$ cat src/hw/rtl/pfsd_pkg.sv
// Shared types, widths, constants and codes of the plate force spring damper step
package pfsd_pkg;

  // field widths
  localparam int unsigned F_W        = 40;   // forces and velocity
  localparam int unsigned T_W        = 48;   // translation and anchor
  localparam int unsigned STEP_W     = 32;
  localparam int unsigned NET_W      = 42;   // residual and net force sums
  localparam int unsigned SUM_W      = 51;   // wide sums before saturation

  // configuration port
  localparam int unsigned CFG_IDX_W  = 3;
  localparam int unsigned CFG_DATA_W = 40;

  // register indexes
  localparam logic [CFG_IDX_W-1:0] CFG_COMPACTION_FORCE    = 3'd0;
  localparam logic [CFG_IDX_W-1:0] CFG_SPRING_STIFFNESS    = 3'd1;
  localparam logic [CFG_IDX_W-1:0] CFG_DAMPING_FRACTION    = 3'd2;
  localparam logic [CFG_IDX_W-1:0] CFG_VISCOUS_DAMP_COEFF  = 3'd3;
  localparam logic [CFG_IDX_W-1:0] CFG_APPROACH_VELOCITY   = 3'd4;
  localparam logic [CFG_IDX_W-1:0] CFG_VELOCITY_CAP        = 3'd5;
  localparam logic [CFG_IDX_W-1:0] CFG_COUPLING_START_STEP = 3'd6;
  localparam logic [CFG_IDX_W-1:0] CFG_SPRING_START_STEP   = 3'd7;

  // register reset values
  localparam logic [38:0] RST_COMPACTION_FORCE    = 39'd25000000;
  localparam logic [31:0] RST_SPRING_STIFFNESS    = 32'd5002500;
  localparam logic [15:0] RST_DAMPING_FRACTION    = 16'd45875;
  localparam logic [39:0] RST_VISCOUS_DAMP_COEFF  = 40'd2500000000;
  localparam logic [31:0] RST_APPROACH_VELOCITY   = 32'd1073742;
  localparam logic [31:0] RST_VELOCITY_CAP        = 32'd966368;
  localparam logic [31:0] RST_COUPLING_START_STEP = 32'd25;
  localparam logic [31:0] RST_SPRING_START_STEP   = 32'd2550;

  // fixed scale factors
  localparam logic [23:0] STEP_TIME_Q16        = 24'd131072;
  localparam logic [23:0] VELOCITY_GAIN_Q8     = 24'd18325;
  localparam logic [15:0] TRIGGER_FRACTION_Q16 = 16'd62259;

  // phase codes
  localparam logic [1:0] PHASE_OFF     = 2'd0;
  localparam logic [1:0] PHASE_COMPACT = 2'd1;
  localparam logic [1:0] PHASE_SPRING  = 2'd2;

  // shared multiplier geometry
  localparam int unsigned MUL_A_W   = 49;   // signed operand
  localparam int unsigned MUL_MAG_W = 49;   // its magnitude
  localparam int unsigned MUL_DIG_W = 16;
  localparam int unsigned MUL_NDIG  = 3;
  localparam int unsigned MUL_B_W   = MUL_DIG_W * MUL_NDIG;
  localparam int unsigned MUL_ACC_W = MUL_MAG_W + MUL_B_W;
  localparam int unsigned MUL_RES_W = MUL_MAG_W + 1;
  localparam int unsigned MUL_OP_W  = 3;

  // multiplier operations: each fixes the scaling shift and the clamp
  localparam logic [MUL_OP_W-1:0] MOP_VISC   = 3'd0;
  localparam logic [MUL_OP_W-1:0] MOP_SPRING = 3'd1;
  localparam logic [MUL_OP_W-1:0] MOP_DAMP   = 3'd2;
  localparam logic [MUL_OP_W-1:0] MOP_TRIG   = 3'd3;
  localparam logic [MUL_OP_W-1:0] MOP_DV     = 3'd4;
  localparam logic [MUL_OP_W-1:0] MOP_DX     = 3'd5;

  // clamp limits
  localparam logic [MUL_MAG_W-1:0] MLIM_F   = 49'h00_7F_FFFF_FFFF;
  localparam logic [MUL_MAG_W-1:0] MLIM_DV  = 49'h00_200_0000_0000;
  localparam logic [MUL_MAG_W-1:0] MLIM_DX  = 49'h1_0000_0000_0000;
  localparam logic signed [SUM_W-1:0] SLIM_F = 51'sh7F_FFFF_FFFF;
  localparam logic signed [SUM_W-1:0] SLIM_T = 51'sh7FFF_FFFF_FFFF;

  typedef struct packed {
    logic signed [F_W-1:0] measured_force_z;
  } in_beat_t;

  typedef struct packed {
    logic signed [T_W-1:0] translation_z;
    logic signed [F_W-1:0] velocity_z;
    logic signed [F_W-1:0] drive_force_z;
    logic signed [F_W-1:0] damping_force_z;
    logic [1:0]            phase;
    logic                  force_mode;
  } out_beat_t;

  typedef struct packed {
    logic                      start;
    logic [MUL_OP_W-1:0]       op;
    logic signed [MUL_A_W-1:0] a;
    logic [MUL_B_W-1:0]        b;
  } mul_req_t;

  typedef struct packed {
    logic                        busy;
    logic                        done;
    logic signed [MUL_RES_W-1:0] res;
  } mul_rsp_t;

endpackage

$ cat src/hw/rtl/pfsd_mul.sv
// Shared sign-magnitude multiplier, 16 bits of the second operand per cycle, with shift and clamp
module pfsd_mul (
  input  logic              clk,
  input  logic              rst_n,
  input  pfsd_pkg::mul_req_t req,
  output pfsd_pkg::mul_rsp_t rsp
);
  import pfsd_pkg::*;

  localparam int unsigned CNT_W  = $clog2(MUL_NDIG);
  localparam int unsigned PROD_W = MUL_MAG_W + MUL_DIG_W;

  logic                        run_r, run_nxt;
  logic                        fin_r, fin_nxt;
  logic                        done_r, done_nxt;
  logic [CNT_W-1:0]            cnt_r, cnt_nxt;
  logic [MUL_MAG_W-1:0]        mag_r, mag_nxt;
  logic [MUL_B_W-1:0]          b_r, b_nxt;
  logic                        neg_r, neg_nxt;
  logic [MUL_OP_W-1:0]         op_r, op_nxt;
  logic [MUL_ACC_W-1:0]        acc_r, acc_nxt;
  logic signed [MUL_RES_W-1:0] res_r, res_nxt;

  logic [PROD_W-1:0]    prod;
  logic [4:0]           sh;
  logic [MUL_MAG_W-1:0] lim;
  logic [MUL_ACC_W-1:0] shifted;
  logic                 over;
  logic [MUL_MAG_W-1:0] mag_sat;

  // scaling shift and clamp per operation
  always_comb begin
    unique case (op_r) inside
      MOP_VISC, MOP_SPRING: begin
        sh  = 5'd30;
        lim = MLIM_F;
      end
      MOP_DAMP, MOP_TRIG: begin
        sh  = 5'd16;
        lim = MLIM_F;
      end
      MOP_DV: begin
        sh  = 5'd8;
        lim = MLIM_DV;
      end
      MOP_DX: begin
        sh  = 5'd16;
        lim = MLIM_DX;
      end
      default: begin
        sh  = 5'd0;
        lim = '0;
      end
    endcase
  end

  // one digit partial product, most significant digit first
  assign prod    = PROD_W'(mag_r) * PROD_W'(b_r[MUL_B_W-1 -: MUL_DIG_W]);

  // truncate toward zero and clamp the magnitude
  assign shifted = acc_r >> sh;
  assign over    = (shifted[MUL_ACC_W-1:MUL_MAG_W] != '0) || (shifted[MUL_MAG_W-1:0] > lim);
  assign mag_sat = over ? lim : shifted[MUL_MAG_W-1:0];

  always_comb begin
    run_nxt  = run_r;
    fin_nxt  = 1'b0;
    done_nxt = fin_r;
    cnt_nxt  = cnt_r;
    mag_nxt  = mag_r;
    b_nxt    = b_r;
    neg_nxt  = neg_r;
    op_nxt   = op_r;
    acc_nxt  = acc_r;
    res_nxt  = res_r;

    // load operands
    if (req.start && !run_r && !fin_r) begin
      run_nxt = 1'b1;
      cnt_nxt = CNT_W'(MUL_NDIG - 1);
      neg_nxt = req.a[MUL_A_W-1];
      mag_nxt = req.a[MUL_A_W-1] ? MUL_MAG_W'(-req.a) : MUL_MAG_W'(req.a);
      b_nxt   = req.b;
      op_nxt  = req.op;
      acc_nxt = '0;
    end

    // accumulate digits
    if (run_r) begin
      acc_nxt = {acc_r[MUL_ACC_W-MUL_DIG_W-1:0], {MUL_DIG_W{1'b0}}} + MUL_ACC_W'(prod);
      b_nxt   = b_r << MUL_DIG_W;
      cnt_nxt = cnt_r - CNT_W'(1);
      if (cnt_r == '0) begin
        run_nxt = 1'b0;
        fin_nxt = 1'b1;
      end
    end

    // scale, clamp and sign
    if (fin_r) begin
      res_nxt = neg_r ? -$signed({1'b0, mag_sat}) : $signed({1'b0, mag_sat});
    end
  end

  always_ff @(posedge clk) begin
    if (!rst_n) begin
      run_r  <= 1'b0;
      fin_r  <= 1'b0;
      done_r <= 1'b0;
    end else begin
      run_r  <= run_nxt;
      fin_r  <= fin_nxt;
      done_r <= done_nxt;
    end
    cnt_r <= cnt_nxt;
    mag_r <= mag_nxt;
    b_r   <= b_nxt;
    neg_r <= neg_nxt;
    op_r  <= op_nxt;
    acc_r <= acc_nxt;
    res_r <= res_nxt;
  end

  assign rsp.busy = run_r || fin_r;
  assign rsp.done = done_r;
  assign rsp.res  = res_r;

endmodule
$ cat config.mk
export PLATFORM = sky130hd
export DESIGN_NAME = pfsd_mul
export DESIGN_NICKNAME = d
export VERILOG_FILES = /design/src/hw/rtl/pfsd_pkg.sv /design/src/hw/rtl/pfsd_mul.sv
export SDC_FILE = /design/constraint.sdc
export NUM_CORES = 2
export LEC_CHECK = 0
export BUFFER_PORTS_ARGS = -buffer_cell sky130_fd_sc_hd__buf_2
export CELL_PAD_IN_SITES_DETAIL_PLACEMENT = 0
export CELL_PAD_IN_SITES_GLOBAL_PLACEMENT = 1
export CORE_MARGIN = 2
export CORE_UTILIZATION = 50
export CTS_BUF_LIST = sky130_fd_sc_hd__clkbuf_16
export DETAILED_ROUTE_END_ITERATION = 16
export PLACE_DENSITY = 0.92
export SLEW_MARGIN = 30
export SYNTH_ARGS = -nofsm -noshare
export SYNTH_HDL_FRONTEND = slang
export SYNTH_SLANG_ARGS = --single-unit
$ cat constraint.sdc
create_clock -name clk -period 14.2 [get_ports clk]
set_input_delay 0.71 -clock clk [delete_from_list [all_inputs] [get_ports clk]]
set_output_delay 0.71 -clock clk [all_outputs]
set_load 0.01 [all_outputs]
==> metrics.txt <==
run status=finished clean; CP dominant cell by count=fa_1; CTS clock-pin slew for the worst setup and hold paths=60 ps; Max-Slew Margin vs Limit=36.8%; top-count cell post-synth=inv_1; number of synthesized register bits=253; die height=293 um; synth cell count leaders=inv_1 (961), fa_1 (705), nand2_1 (685); hold depth=1; Nets=5648; FP Rows=105; RSZ-0062 raised after global routing=false; Critical Path Source=b_r[35]; min Tclk post-route=8660 ps; part of the Yosys area used for sequential elements=17.8%; synthesized area=0.0417 mm^2; cell count after synthesis=4667; first-pass GRT wire length=194000 um; max-cap viol count=0; kind of critical path=flip-flop to flip-flop; CP required=14670 ps; WL/cell=21.0 um; initial drt markers=2954; post-CTS sizing=0; Synth area leaders=fa_1 (34%), edfxtp_1 (17%), inv_1 (8.7%); register area=0.00741 mm^2; Hold-fix buffers, CTS=0; reg-to-reg startpoint=b_r[35]; Hold Violations, Final=0; largest net degree at the start of global routing=86; Syn Nets=5672; antenna violations before repair=1; share of layout cells above drive strength 1=6.28%; start point of the worst hold path=req[97]; R2R setup slack=5540 ps; type of the most critical hold path=input pin to flip-flop; CTS Buf Count=31; Min-Delay Endpoint=op_r[0]; antenna fix cells=0; worst path bufs/invs=5; final setup fails=0; gr ovfl total=0; critical path endpoint category=flip-flop; Area Overhead vs Synth=5.98%; starting density of the core=50.6%; post-synth top area share=33.9%; multi-input combinational cell area=0.0297 mm^2; CTS tree=done; port buffer count=154; slowest stage delay, CP=640 ps; Synth Area per Inst=8.92 um^2; drt drc=0; setup bufs post-CTS=0; synth unique cells=86; leading area contributor after synthesis=fa_1; final WL=121000 um; Clk Latency, worst-skew pair=630 ps; number of global-route vias before repair=35500; Post-DP HPWL=92200 um; CTS Root Cell=clkbuf_16; predominant post-synthesis flop cell=edfxtp_1; fin crit share=61.0%; stages on the worst setup path=23; total track usage=28.9%; Core Region=0.0822 mm^2; Worst Tran Pin Value=948 ps; clock skew=42.6 ps; clock tree buffer depth=3; R2R Path End=acc_r[87]; delay-heaviest family, CP=adder cells; Final Wtd Congestion=0.945; TritonCTS sink count=253; Pre-antenna DRT Iters=9; slowest CP cell=o31a_1; Cell Chain, Critical Path=buf_4, nand2_1, fa_1, fa_1, fa_1, inv_1, fa_1, fa_1, inv_1, fa_1, inv_1, ha_1, nand2_1, a211oi_1, a22oi_1, buf_4, o21ai_0, a21oi_1, o31ai_1, a31oi_1, o31a_1, or4_1, a21oi_1; Vias per Instance=5.82; Synth async-reset ratio=0%; CP arrival=9130 ps; H-Tree Depth=1; Top-Level Pins=155; Die W=293 um; Fill cells=7468; Slew Viols, Final=0; highest clock rate=115 MHz; vias=33400; Fin Setup TNS=0 ps; synth warn=0; FF-to-FF path depth=23; Post-synth EDFFs=234; Startpoint Class=flip-flop; Detail Route Antenna Nets=0; worst-path maximum fanout=49; Die ar.=0.0856 mm^2
## layer usage
metal	global-route usage [%]	wire, um
met5	0	0
met4	12.0	5750
met3	4.52	9680
met2	48.9	58000
met1	37.0	47100
## state kept, by name, summed over array words and instances, names as in the netlist, 2 cells and up
register / count
mag_r: 49
b_r: 48
acc_r: 97
op_r: 3
res_r: 50
cnt_r: 2
## placed cells by master (no fill, tap or decap), types with 17 or more instances in the layout
cell type,netlist,layout
inv_1,961,969
fa_1,705,705
nand2_1,685,684
and2_1,275,275
edfxtp_1,234,234
ha_1,197,197
a21oi_1,178,177
nor2_1,165,162
buf_2,24,154
o21ai_0,125,124
xnor2_1,99,99
nor3_1,50,50
nand3_1,49,49
buf_4,2,44
nand4_1,39,39
a21o_1,37,37
nor2b_1,35,34
a22o_1,34,34
or3_1,33,33
o31ai_1,31,31
clkbuf_16,0,31
a221oi_1,27,27
o22ai_1,26,26
xor2_1,26,26
mux2i_1,25,25
or4_1,24,24
and3_1,24,24
a31oi_1,21,21
nand2b_1,20,20
a211oi_1,21,20
nor4_1,20,20
nor3b_1,17,17
dfxtp_1,19,17
## cell type report
cell class              count  area share [%]
multi-input cells        3197            67.2
flip-flops and latches    253            16.8
inverters                 962            8.18
well taps                1070            3.03
repair buffers            198            2.49
clock buffers              31            1.76
clock inverters            27           0.522
## logic make-up after synthesis
family / synth area share (%)
adders and majority gates: 39.8
DFF: 17.8
xor gates and xnor gates: 2.63
AOI/OAI and AO/OA: 10.2
and+or+nand+nor: 17.4
buffers and inverters: 11.1
muxes: 1.18
## worst reg2reg max path, delay by kind of cell, from the launching register on
| kind | cells | cell delay [ps] |
|---|---|---|
| adders and majority gates | 7 | 3450 |
| AOI/OAI and AO/OA | 8 | 2860 |
| and+or+nand+nor | 3 | 990 |
| buffers and inverters | 5 | 900 |
| DFF | 1 | 320 |
## how the worst max path moves through the flow
stage	slack, ps	end
global route	5050	acc_r[83]
global placement	5760	acc_r[83]
finish	5540	acc_r[87]
detailed placement	5620	acc_r[87]
CTS	5640	acc_r[87]
floorplan	3140	acc_r[0]
## per-stage QoR
step                hold slack (ps)  util, %  cell area, um^2  worst slack [ps]  cells
floorplan                       436        -            41700              3140   4667
finish                          253     53.7            44100              5540   5738
CTS                             218     53.7            44100              5640   5738
global route                    230     53.7            44100              5050   5738
detailed placement              451     52.4            43100              5620   5680
global placement                444     52.4            43100              5760   5679
Power is not shown: default switching activity piles up to over one toggle a cycle in this logic, so the estimate is an artifact.
